==> config.mk <==
export PLATFORM = sky130hd
export DESIGN_NAME = hvp_fifo
export DESIGN_NICKNAME = d
export VERILOG_FILES = /design/src/sv/hvp_pkg.sv /design/src/sv/hvp_fifo.sv
export SDC_FILE = /design/constraint.sdc
export NUM_CORES = 1
export LEC_CHECK = 0
export ABC_CLOCK_PERIOD_IN_PS = 2900
export BUFFER_PORTS_ARGS = -buffer_cell sky130_fd_sc_hd__buf_2
export CAP_MARGIN = 15
export CORE_UTILIZATION = 40
export CTS_CLUSTER_SIZE = 20
export DETAILED_ROUTE_END_ITERATION = 16
export SLEW_MARGIN = 40
export SYNTH_ARGS = -nofsm -noshare
export SYNTH_HDL_FRONTEND = slang
export SYNTH_SLANG_ARGS = --single-unit
==> constraint.sdc <==
create_clock -name clk -period 2.9 [get_ports clk]
set_clock_uncertainty 0.2 [all_clocks]
set_input_delay 0.58 -clock clk [delete_from_list [all_inputs] [get_ports clk]]
set_output_delay 0.58 -clock clk [all_outputs]
set_load 0.02 [all_outputs]
==> src/sv/hvp_pkg.sv <==
// shared types and constants of the hypercube vertex projector
package hvp_pkg;

	localparam int ROWS        = 3;
	localparam int COEF_W      = 16;
	localparam int ROW_W       = 20;
	localparam int MAG_W       = ROW_W - 1;
	localparam int Z_W         = 25;
	localparam int DEN_W       = Z_W - 1;
	localparam int FOC_W       = 24;
	localparam int FOC_SHIFT   = 4;
	localparam int NUM_W       = MAG_W + FOC_W + FOC_SHIFT;
	localparam int Q_W         = 24;
	localparam int SCR_W       = 24;
	localparam int DEPTH_W     = 48;
	localparam int QUEUE_DEPTH = 4;
	localparam int QPTR_W      = $clog2(QUEUE_DEPTH);
	localparam int QCNT_W      = QPTR_W + 1;

	localparam logic       CMD_LOAD    = 1'b0;
	localparam logic       CMD_PROJECT = 1'b1;

	localparam logic [1:0] CFG_DIMENSION = 2'd0;
	localparam logic [1:0] CFG_FOCAL     = 2'd1;
	localparam logic [1:0] CFG_VIEW      = 2'd2;

	localparam logic [3:0]              DIM_MIN      = 4'd3;
	localparam logic [3:0]              DIM_RESET    = 4'd4;
	localparam logic [FOC_W-1:0]        FOCAL_RESET  = 24'd65536;
	localparam logic signed [SCR_W-1:0] VIEW_RESET   = 24'sd20480;
	localparam logic [Q_W-1:0]          SCR_POS_LIM  = 24'h7FFFFF;
	localparam logic [Q_W-1:0]          SCR_NEG_LIM  = 24'h800000;

	typedef struct packed {
		logic                     command;
		logic [1:0]               coef_row;
		logic [2:0]               coef_col;
		logic signed [COEF_W-1:0] coef_value;
		logic [7:0]               vertex_index;
	} item_t;

	typedef struct packed {
		logic [7:0]                vertex_id;
		logic signed [SCR_W-1:0]   screen_x;
		logic signed [SCR_W-1:0]   screen_y;
		logic [DEPTH_W-1:0]        depth;
		logic                      behind_camera;
	} result_t;

	// one classified projection waiting for the back end
	typedef struct packed {
		logic [7:0]              vertex_id;
		logic signed [ROW_W-1:0] x;
		logic signed [ROW_W-1:0] y;
		logic signed [Z_W-1:0]   z;
	} entry_t;

endpackage

==> src/sv/hvp_fifo.sv <==
// short queue between front end and back end
module hvp_fifo (
	input  logic            clk,
	input  logic            arst_n,
	input  logic            push,
	input  hvp_pkg::entry_t push_data,
	output logic            full,
	output logic            head_valid,
	output hvp_pkg::entry_t head,
	input  logic            pop
);
	import hvp_pkg::*;

	entry_t              mem_q [QUEUE_DEPTH];
	logic [QPTR_W-1:0]   wr_q;
	logic [QPTR_W-1:0]   rd_q;
	logic [QCNT_W-1:0]   count_q;

	assign full       = (count_q == QCNT_W'(QUEUE_DEPTH));
	assign head_valid = (count_q != '0);
	assign head       = mem_q[rd_q];

	always_ff @(posedge clk) begin
		if (push) begin
			mem_q[wr_q] <= push_data;
		end
	end

	always_ff @(posedge clk or negedge arst_n) begin
		if (!arst_n) begin
			wr_q    <= '0;
			rd_q    <= '0;
			count_q <= '0;
		end else begin
			if (push) begin
				wr_q <= wr_q + 1'b1;
			end
			if (pop) begin
				rd_q <= rd_q + 1'b1;
			end
			if (push && !pop) begin
				count_q <= count_q + 1'b1;
			end else if (pop && !push) begin
				count_q <= count_q - 1'b1;
			end
		end
	end

endmodule

======== Word level (Yosys, flattened, before mapping) ========
Memory sizes are Yosys's and may differ from the RTL's.
Index checks and enable logic that the tools add are counted.
operators by class
  $lt $le $gt $ge ......................... 0
  reduce and logical (&&, ||, !) cells .... 6
  shift-type cells ........................ 0
  divide/modulo/power cells ............... 0
  multiplexer cells ....................... 4
  multipliers ............................. 0
  $add $sub $neg .......................... 4
  bitwise operators ....................... 0
  equal/unequal tests ..................... 1
operator list
  operator               count
  $mux W3                2
  $add A2 B1 Y2 const B  2
  $add A3 B1 Y3 const B  1
  $eq A3 B3 Y1 const B   1
  $reduce_bool A3 Y1     1
  $sub A3 B1 Y3 const B  1
  $logic_and A1 B1 Y1    2
  $logic_not A1 Y1       2
  $mux W1                2
  $reduce_bool A2 Y1     1
storage, ports and cells
  register bits after elaboration ......... 7
  input bits .............................. 77
  bits in latches ......................... 0
  memory bits (read-only) ................. 0
  memories ................................ 1
  logic and storage cells ................. 19
  RAM bits ................................ 292
  output and inout bits ................... 75
memories
  memory  depth  bits a word  read ports  clocked after memory_dff  wr ports  RTL line        text
  mem_q   4      73           1           0                         1         hvp_fifo.sv:14  entry_t mem_q [QUEUE_DEPTH];

======== Logic depth before layout (Yosys ltp) ========
  depth after elaboration ................. 4
  mapped depth ............................ 7
  depth with buffers taken out ............ 7

======== Worst setup path before layout ========
OpenSTA, ideal clock, no wires.
  path type ............................... reg2reg
  start point ............................. register wr_q[0]
  end point ............................... memory mem_q[2][0] (netlist name), enable pin
  cell stages (with the launch flop) ...... 4
  slack ................................... -61 ps
  data arrival time ....................... 2,322 ps
  data required time ...................... 2,261 ps
  library setup time ...................... 439 ps
  clock period less this slack ............ 2,961 ps
  path buffers ............................ 0
  cell sequence ........................... dfrtp_1 inv_1 ha_1 and2_1
RTL lines
  what                    RTL line        text
  from (decl)             hvp_fifo.sv:15  logic [QPTR_W-1:0] wr_q;
  from (signal assigned)  hvp_fifo.sv:36  wr_q <= wr_q + 1'b1;
  to (decl)               hvp_fifo.sv:14
No word-level cell before the write port.

==> flow_metrics.tcl <==
set metrics [dict create \
    hold_viol 0 \
    antenna_found_initial 3 \
    clock_path_buffers 3 \
    synth.net_count 498 \
    die_x_um 167 \
    first_pass_iters 6 \
    clk_pin_slew_worst_paths_ns 0.06 \
    grt_pass1_vias 5445 \
    place_hpwl_um 12100 \
    cts_root_buf "clkbuf_16" \
    max_freq_mhz 351 \
    cp_cell_sequence "buf_16 -> mux4_2 -> buf_2" \
    dp_worst_setup_slack_ns 0.568 \
    pin_count 152 \
    p_comb_share_pct 31.8 \
    wire_per_inst_um 21.1 \
    startpoint_type "flip-flop" \
    grt_usage_pct 14.9 \
    start_util_pct 40.7 \
    instances_no_fill 966 \
    slew_viol_final 0 \
    core_sq_mm 0.0269 \
    drtIter0Drc 311 \
    intPower_mw 9.92 \
    max-vdd-ir-drop_v 0.000674 \
    hold_path_class "in -> reg" \
    outcome "completed" \
    drt_wl_total_um 20300 \
    worst_slew_pin_slew_ns 0.544 \
    setup_tns_ns 0 \
    synth_top_area_share_pct 80.3 \
    switching_share_pct 30.5 \
    cts_made_buffers 31 \
    synthTopCellsByArea "edfxtp_1 (80%), mux4_2 (15%), dfrtp_1 (1.6%)" \
    grt_max_degree 40 \
    ys_seq_area_share_pct 81.9 \
    antenna_left 0 \
    routed_via_density 5.07 \
    fin_crit_sh_pct 98.2 \
    switching_power_mw 4.35 \
    critPathTopFamily "multiplexers" \
    layout.nets 683 \
    rsz0062_at_grt "yes" \
    postSynthAreaPerCell_sq_um 26.3 \
    clockPowerShare_pct 26.7 \
    yosysWarningCount 0 \
    synthToLayoutAreaGrowth_pct 22.1 \
    critical_path_class "reg -> out" \
    cts_sinks 299 \
    ys_types 19 \
    dieArea_sq_mm 0.0280 \
    crit_buf_inv 2 \
    p_total_mw 14.3 \
    cpMaxStageDelayCell "mux4_2" \
    period_needed_ns 2.85 \
    grt_pass1_wl_um 31700 \
    worst_slew_margin_rel_pct 63.7 \
    endpoint_kind "output port" \
    place_congestion 0.708 \
    synth_seq_cells 299 \
    insertion_delay_ns 0.54 \
    p_leak_nw 4.58 \
    pwr-share-seq_pct 41.5 \
    port-buffer-count 151 \
    drv_cap 0 \
    cts_tree "built" \
    cp.required_ns 2.12 \
    die_h_um 167 \
    setup_ws_ns 0.0521 \
    synth_area_sq_mm 0.0109 \
    dp.cells 906 \
    syn_inst 415 \
    cp_max_fo 39 \
    htreeDepth 1 \
    vias 4899 \
    critical_path.max_stage_delay_ns 0.56 \
    p_per_area_mw_per_mm2 1070 \
    cp.arrival_ns 2.07 \
    setup_viol 0 \
    yosysTopAreaCell "edfxtp_1" \
    drc_errors 0 \
    overflow 0 \
    drive_gt1_share_pct 46.6 \
    fp-row-count 60 \
]
[registers in the layout, summed over array words and instances, names as in the netlist]
signal / cells
rd_q: 2
count_q: 3
wr_q: 2
mem_q: 292
[layout by cell type (no fill, tap or decap), types with 5 or more instances in the layout]
cell       count
clkbuf_1       9
ha_1           5
buf_6         10
buf_12         8
clkbuf_8       6
buf_4          5
clkbuf_16     31
edfxtp_1     292
dfrtp_1        5
mux4_2        73
buf_2        141
[metal layers]
metal  vias up  GRT usage, %  wire (um)
li1       2155             -          -
met1      2581          18.7       8440
met2       130          26.0      10300
met3        29          3.83       1240
met4         4          3.59        308
met5         -             0         22
[cell type report]
| type | count | area (sq um) |
|---|---|---|
| clock buffer | 46 | 892 |
| timing repair buffer | 168 | 1100 |
| antenna | 1 | 2.50 |
| fill | 2182 | 13500 |
| clock inverter | 11 | 103 |
| sequential | 299 | 8950 |
| multi-input combinational | 96 | 1860 |
| tap | 341 | 427 |
| inverter | 4 | 15.0 |
[power groups by stage]
| stage | logic, mW | registers (mW) | clock network [mW] |
|---|---|---|---|
| floorplan | 3.06 | 5.88 | 0 |
| global placement | 4.39 | 5.99 | 0 |
| detailed placement | 4.43 | 6.05 | 0 |
| CTS | 4.53 | 5.93 | 3.90 |
| global route | 4.85 | 5.99 | 4.07 |
| finish | 4.54 | 5.92 | 3.81 |
[worst paths after layout]
path / from / slack [ns] / endpoint / cells past startpoint
max in group asynchronous: arst_n / 2.08 / rd_q[0] / 2
worst min register to register: count_q[2] / 0.29 / count_q[2] / 1
worst max-delay path: rd_q[0] / 0.05 / head[53] / 3
worst min-delay path: push_data[35] / 0.05 / mem_q[3][35] / 1
worst max register to register: wr_q[0] / 0.88 / mem_q[0][52] / 4
min in group asynchronous: arst_n / 0.21 / wr_q[1] / 2
[repair_timing]
item / 4_1_cts / 5_1_grt
endpoints found under the setup margin: 13 / 34
buffers inserted: 1 / 0
hold buffers: 1 / 0
endpoints found under the hold margin: 7 / 0
gates resized for setup: 1 / 22
[through the flow]
stage | utilization [%] | hold WS, ns | cell area (sq um)
6_report | 49.6 | 0.0483 | 13300
5_1_grt | 49.6 | 0.0222 | 13300
4_1_cts | 49.4 | 0.0168 | 13300
3_5_place_dp | 45.5 | 0.233 | 12200
3_3_place_gp | 45.5 | 0.226 | 12200
2_1_floorplan | - | 0.0844 | 10900
[Yosys cell counts]
master    instances
and2_1            4
buf_2             7
buf_4             2
buf_6             6
clkbuf_1          1
dfrtp_1           7
edfxtp_1        292
fa_1              1
ha_1              5
inv_1             4
mux2_2            1
mux4_2           73
nand2_1           2
nor2_1            1
nor3b_1           1
o21ai_0           1
or3_1             1
xnor2_1           2
xor2_1            4
[cell families after synthesis]
logic type,count (synthesis),share of synthesized area (%)
flops,299,81.9
xor+xnor,6,0.481
fa+ha+maj,6,0.756
simple gates,9,0.458
buf+inv,20,1.25
mux,74,15.2
compound gates,1,0.0458
Note: power is estimated with default switching activity, not from simulation.
