--- src/sv/hvp_pkg.sv ---
// shared types and constants of the hypercube vertex projector
package hvp_pkg;

	localparam int ROWS        = 3;
	localparam int COEF_W      = 16;
	localparam int ROW_W       = 20;
	localparam int MAG_W       = ROW_W - 1;
	localparam int Z_W         = 25;
	localparam int DEN_W       = Z_W - 1;
	localparam int FOC_W       = 24;
	localparam int FOC_SHIFT   = 4;
	localparam int NUM_W       = MAG_W + FOC_W + FOC_SHIFT;
	localparam int Q_W         = 24;
	localparam int SCR_W       = 24;
	localparam int DEPTH_W     = 48;
	localparam int QUEUE_DEPTH = 4;
	localparam int QPTR_W      = $clog2(QUEUE_DEPTH);
	localparam int QCNT_W      = QPTR_W + 1;

	localparam logic       CMD_LOAD    = 1'b0;
	localparam logic       CMD_PROJECT = 1'b1;

	localparam logic [1:0] CFG_DIMENSION = 2'd0;
	localparam logic [1:0] CFG_FOCAL     = 2'd1;
	localparam logic [1:0] CFG_VIEW      = 2'd2;

	localparam logic [3:0]              DIM_MIN      = 4'd3;
	localparam logic [3:0]              DIM_RESET    = 4'd4;
	localparam logic [FOC_W-1:0]        FOCAL_RESET  = 24'd65536;
	localparam logic signed [SCR_W-1:0] VIEW_RESET   = 24'sd20480;
	localparam logic [Q_W-1:0]          SCR_POS_LIM  = 24'h7FFFFF;
	localparam logic [Q_W-1:0]          SCR_NEG_LIM  = 24'h800000;

	typedef struct packed {
		logic                     command;
		logic [1:0]               coef_row;
		logic [2:0]               coef_col;
		logic signed [COEF_W-1:0] coef_value;
		logic [7:0]               vertex_index;
	} item_t;

	typedef struct packed {
		logic [7:0]                vertex_id;
		logic signed [SCR_W-1:0]   screen_x;
		logic signed [SCR_W-1:0]   screen_y;
		logic [DEPTH_W-1:0]        depth;
		logic                      behind_camera;
	} result_t;

	// one classified projection waiting for the back end
	typedef struct packed {
		logic [7:0]              vertex_id;
		logic signed [ROW_W-1:0] x;
		logic signed [ROW_W-1:0] y;
		logic signed [Z_W-1:0]   z;
	} entry_t;

endpackage

--- src/sv/hvp_front.sv ---
// front end: coefficient matrix, command decode and row sums
module hvp_front #(
	parameter int MAX_DIM = 8
) (
	input  logic                          clk,
	input  logic                          arst_n,
	input  logic                          item_valid,
	output logic                          item_stall,
	input  hvp_pkg::item_t                item,
	input  logic [3:0]                    dimension,
	input  logic signed [hvp_pkg::SCR_W-1:0] view_offset,
	input  logic                          queue_full,
	output logic                          push,
	output hvp_pkg::entry_t               push_data
);
	import hvp_pkg::*;

	logic signed [COEF_W-1:0] coef_q [ROWS][MAX_DIM];
	logic signed [ROW_W-1:0]  sum_c [ROWS];
	logic [3:0]               dim_eff;
	logic                     accept;

	assign item_stall = queue_full;
	assign accept     = item_valid && !queue_full;
	assign push       = accept && (item.command == CMD_PROJECT);

	always_comb begin
		if (dimension < DIM_MIN) begin
			dim_eff = DIM_MIN;
		end else if (dimension > 4'(MAX_DIM)) begin
			dim_eff = 4'(MAX_DIM);
		end else begin
			dim_eff = dimension;
		end
	end

	// signed sum of each row under the +1/-1 vertex coordinates
	always_comb begin
		for (int r = 0; r < ROWS; r++) begin
			sum_c[r] = '0;
			for (int k = 0; k < MAX_DIM; k++) begin
				if (4'(k) < dim_eff) begin
					if (item.vertex_index[k]) begin
						sum_c[r] = sum_c[r] - ROW_W'(coef_q[r][k]);
					end else begin
						sum_c[r] = sum_c[r] + ROW_W'(coef_q[r][k]);
					end
				end
			end
		end
	end

	always_comb begin
		push_data.vertex_id = item.vertex_index;
		push_data.x         = sum_c[0];
		push_data.y         = sum_c[1];
		push_data.z         = Z_W'(sum_c[2]) + Z_W'(view_offset);
	end

	// rows or columns outside the matrix match no entry and are dropped
	always_ff @(posedge clk or negedge arst_n) begin
		if (!arst_n) begin
			for (int r = 0; r < ROWS; r++) begin
				for (int c = 0; c < MAX_DIM; c++) begin
					coef_q[r][c] <= '0;
				end
			end
		end else if (accept && (item.command == CMD_LOAD)) begin
			for (int r = 0; r < ROWS; r++) begin
				for (int c = 0; c < MAX_DIM; c++) begin
					if ((item.coef_row == 2'(r)) && (item.coef_col == 3'(c))) begin
						coef_q[r][c] <= item.coef_value;
					end
				end
			end
		end
	end

endmodule

--- config.mk ---
export PLATFORM = sky130hd
export DESIGN_NAME = hvp_front
export DESIGN_NICKNAME = d
export VERILOG_FILES = /design/src/sv/hvp_pkg.sv /design/src/sv/hvp_front.sv
export SDC_FILE = /design/constraint.sdc
export NUM_CORES = 2
export LEC_CHECK = 0
export BUFFER_PORTS_ARGS = -buffer_cell sky130_fd_sc_hd__buf_2
export CORE_MARGIN = 4
export CORE_UTILIZATION = 45
export CTS_CLUSTER_DIAMETER = 100
export DETAILED_ROUTE_END_ITERATION = 8
export GPL_TIMING_DRIVEN = 0
export MAX_ROUTING_LAYER = met4
export PLACE_DENSITY = 0.68
export SYNTH_ARGS = -nofsm -noshare
export SYNTH_HDL_FRONTEND = slang
export SYNTH_SLANG_ARGS = --single-unit
--- constraint.sdc ---
create_clock -name clk -period 24.6 [get_ports clk]
set_input_delay 1.23 -clock clk [delete_from_list [all_inputs] [get_ports clk]]
set_output_delay 1.23 -clock clk [all_outputs]
set_load 0.02 [all_outputs]
======== Word level (Yosys, flattened, before mapping) ========
Index checks and enable logic that the tools add are counted.
word-level totals
  register bits ........................... 384
  bits of input ports ..................... 62
  output and inout bits ................... 75
  word-level logic and storage cells ...... 194
cells by class
  add/sub/neg operators ................... 46
  order comparisons ....................... 10
  equality and inequality tests ........... 9
  multiplexer cells ....................... 50
  bitwise gates (word level) .............. 1
  reduce and logical (&&, ||, !) cells .... 54
operators by type and width
  operator                                                    number
  2-to-1 mux 20 bit                                           48
  adder 20 x 16 -> 20 bit                                     21
  subtractor 20 x 16 -> 20 bit                                21
  subtractor 1 x 16 -> 17 bit, first input constant           3
  AND reduction 2 bit                                         24
  logical AND 1 bit                                           27
  adder 20 x 24 -> 25 bit                                     1
  less-than comparator 3 x 4 -> 1 bit, first input constant   4
  == test 3 bit, second input constant                        4
  less-than comparator 1 x 4 -> 1 bit, first input constant   2
  less-than comparator 2 x 4 -> 1 bit, first input constant   2
  2-to-1 mux 4 bit                                            2
  == test 3 x 2 -> 1 bit, second input constant               2
  greater-than comparator 4 bit, second input constant        1
  less-than comparator 4 x 2 -> 1 bit, second input constant  1
  == test 3 x 1 -> 1 bit, second input constant               1
  logical NOT 3 bit                                           1
  == test 2 x 1 -> 1 bit, second input constant               1
  == test 2 bit, second input constant                        1
  logical NOT 2 bit                                           1
  logical NOT 1 bit                                           1
  NOT 1 bit                                                   1

======== Longest topological paths before layout ========
  depth after elaboration ................. 27
  depth in mapped cells ................... 65
  gate-level depth less buffers ........... 65

======== Least setup slack after synthesis ========
No wires, ideal clock.
  path kind ............................... input -> output
  start point ............................. input item[1] in the netlist's numbering
  end point ............................... output push_data[24] in the netlist's numbering
  arrival time ............................ 13342 ps
  required time ........................... 23370 ps
  setup slack ............................. 10028 ps
  stages on the path ...................... 59
  path buffers ............................ 3
  cell sequence ........................... clkbuf_1 -> clkbuf_1 -> clkbuf_1 -> nor2_1 -> xnor2_1 -> ha_1 -> and2_1 -> nor2b_1 -> a21oi_1 -> o21ai_0 -> nor2_1 -> xnor2_1 -> ha_1 -> inv_1 -> o41ai_4 -> xnor2_1 -> ha_1 -> nand2_1 -> [... 23 more ...] -> xor2_1 -> o22ai_1 -> a21o_1 -> ha_1 -> inv_1 -> o41ai_1 -> a21oi_1 -> xor2_1 -> xnor2_1 -> a21oi_1 -> xnor2_1 -> xnor2_1 -> ha_1 -> a21o_1 -> a211oi_1 -> a2111oi_0 -> o21a_1 -> o41ai_1
RTL lines
  element      RTL line         RTL
  from (decl)  hvp_front.sv:9   input hvp_pkg::item_t item,
  to (decl)    hvp_front.sv:14  output hvp_pkg::entry_t push_data

==> impl_results.md <==
- Final core occ: 49.7%
- Synth Area in Simple Gates: 15.3%
- Syn-to-layout area delta: 9.10%
- Reg-to-reg setup timing slack: 23.62 ns
- Ports: 137
- Post-synthesis cell count: 5267
- Worst Setup EP: push_data[24]
- First-pass iteration count of the detailed router: 8
- 1st-iter DRT viols: between 3000 and 4000
- Final min period: 17.53 ns
- Kind of critical path: in -> out
- Clk slew on worst S/H paths: 0.05 ns
- Period utilization: 71.3%
- Top Registers: coef_q x384
- Ys async rst share: 100%
- CP dominant cell by count: ha_1
- Cell row count: 113
- DP HPWL: 108 mm
- DR DRC count: 0
- Seq/Total Area, Yosys: 22.1%
- Fin area: 0.0473 sq mm
- Clock sinks: 384
- Worst-Skew Late Latency: 0.62 ns
- Post-cts sizing count: 0
- H-Tree Level Count: 2
- Critical-path top delay cell: clkbuf_1
- Post-CTS Setup Bufs: 0
- Routability congestion estimate from global placement: 0.937
- Critical Path Sink Type: output pin
- Crit. Startpoint: item[1]
- Library cells used by synthesis: just under 80
- Max-cap violations: 1
- Max Fclk: ~57 MHz
- Status: finished, violations left
- GRT Overall Usage: 26.5%
- Syn Nets: 5800
- Post-synthesis compound-gate area fraction: 17.9%
- Nets: 5984
- Max reg flops: ~380
- Hold WC Path Type: in -> async
- Cell Area, Placed: 0.0457 sq mm
- RSZ-0062 raised after global routing: no
- Worst flop-to-flop path endpoint: coef_q[111]$_DFFE_PN0P_
- TNS Setup: 0 ns
- Drt total wl: 134 mm
- TritonCTS clock tree: done
- Worst Tran Pin Value: 1.51 ns
- Routed len/inst: 19.9 um
- Initial Utilization: a little under half
- Vias: 38800
- Post-synthesis adder-cell area fraction: around 14%
- Placed instance count: 6666
- Most flop-heavy register: coef_q
- Vias in the first global route: around 37000
- Chip width: 319 um
- Port bufs: 131
- Clk buf depth: 3
- Violated checks: max-capacitance violations, max-slew violations
- Layout cells sized above 1: 12.5%
- R2R Path Start: coef_q[111]$_DFFE_PN0P_
- Cell depth of the worst flop-to-flop path: 2
- Syn Area/Cell: approximately 8.2 sq um
- Main combinational cell family by area after synthesis: compound AO/OA/AOI/OAI gates
- Via density: 5.75
- Initial antenna violation count: 6
- Synthesis-stage register bit count: 384
- Total core area: 0.0953 sq mm
- Clk root buf: clkbuf_16
- Required @ worst endpoint: roughly 23 ns
- Die area: 0.101 sq mm
- Commonest non-fill, non-tap cell in the layout: xnor2_1
- Number of fill cells in the layout: 9255
- Finished Layout Cells: 6750
- Xor/xnor share of the synthesized area: 13.4%
- Clock Skews: 0 ns
- Fin. max-slew vios: 11
- Crit path DAT: roughly 16 ns
- CTS buffer count: 48
- First-pass GRT wire length: 205 mm
- Most frequent cells in the layout: xnor2_1, nor2_1, a21oi_1
- CP max FO: 10
- Max transition margin: -0.643%
- Largest net degree at the start of global routing: 113
- Top_reg_cell synth: dfrtp_1
- Hold_buf cts: 0
- Final Hold Fails: 0
- Mux share of post-synthesis cell area: about an eighth
- Startpoint Class: input port
- GR Overflow Total: 0
- Die Y: between 300 and 400 um
- Antenna Nets Post-Route: 0
- Slowest cell delay on critical path: 0.67 ns
- Final setup vio count: 0
- Post-Syn Area: 0.0434 sq mm
- Synth Warn #: 0
- Post-synth EDFFs: 0
kinds of logic after synthesis:
group / count (synthesis)
and+or+nand+nor: 1431
AOI/OAI and AO/OA: 1273
xor gates and xnor gates: 658
buffers and inverters: 569
muxes: 481
adders and majority gates: 471
DFF: 384
per-layer routing:
layer,vias to the layer above,global-route usage (%),part of all wire [%]
li1,18900,-,-
met1,18700,33.0,43
met2,1005,44.1,47
met3,254,3.14,5.7
met4,0,9.88,4.4
met5,-,-,0
critical path: cells and delay by family:
| kind | cells | cell delay, ns |
|---|---|---|
| adder cells (fa/ha/maj) | 8 | 2.65 |
| AO/OA/AOI/OAI | 25 | 6.33 |
| AND/OR/NAND/NOR | 10 | 1.50 |
| buffers and inverters | 8 | 2.39 |
| XOR/XNOR | 9 | 1.89 |
| multiplexers | 1 | 0.30 |
synth_stat cells, types with 10 or more instances:
library cell	instances	area (sq um)
clkbuf_1	170	638
mux2_2	429	4830
nor4b_1	11	96.3
a21o_1	65	488
nor2b_1	58	363
and2_1	22	138
or2_2	16	100
a31oi_1	37	231
nand2_1	375	1410
nand2b_1	49	307
a21boi_0	79	593
o41ai_1	20	175
or3_1	36	225
o31ai_1	67	503
mux2i_1	52	521
nor3b_1	26	195
fa_1	22	440
ha_1	449	5620
nor2_1	528	1980
dfrtp_1	384	9610
a21oi_1	470	2350
inv_1	357	1340
o21bai_1	54	405
a211oi_1	26	195
or4_1	15	113
o211ai_1	18	135
xor2_1	93	815
nor3_1	141	706
o21ai_0	302	1510
nor4_1	43	269
and3_1	31	194
o21a_1	53	398
nand3_1	45	225
a211o_1	10	87.6
and3b_1	14	123
a31o_2	10	87.6
buf_1	33	124
xnor2_1	561	4910
stage by stage:
stage	setup WS, ns	hold WS, ns
after detailed placement	7.31	0.529
final	7.07	0.534
after global routing	6.14	0.567
after floorplan	10.03	0.502
after global placement	7.41	0.522
after CTS	7.23	0.541
worst min path at each step:
stage | to | slack (ns)
3_3_place_gp | coef_q[113]$_DFFE_PN0P_ | 0.52
3_5_place_dp | coef_q[113]$_DFFE_PN0P_ | 0.53
4_1_cts | coef_q[13]$_DFFE_PN0P_ | 0.54
5_1_grt | coef_q[72]$_DFFE_PN0P_ | 0.57
6_report | coef_q[12]$_DFFE_PN0P_ | 0.53
2_1_floorplan | coef_q[113]$_DFFE_PN0P_ | 0.50
cell type report:
class | count | area (sq um) | area share [%]
Antenna cell | 2 | 5.00 | 0.0106
Buffer | 212 | 830 | 1.75
Clock buffer | 68 | 1420 | 3.00
Clock inverter | 14 | 194 | 0.410
Inverter | 357 | 1340 | 2.83
Multi-Input combinational cell | 4314 | 31600 | 66.8
Sequential cell | 384 | 9610 | 20.3
Tap cell | 1265 | 1580 | 3.34
Timing Repair Buffer | 134 | 748 | 1.58
Power is not shown: default switching activity piles up to over one toggle a cycle in this logic, so the estimate is an artifact.
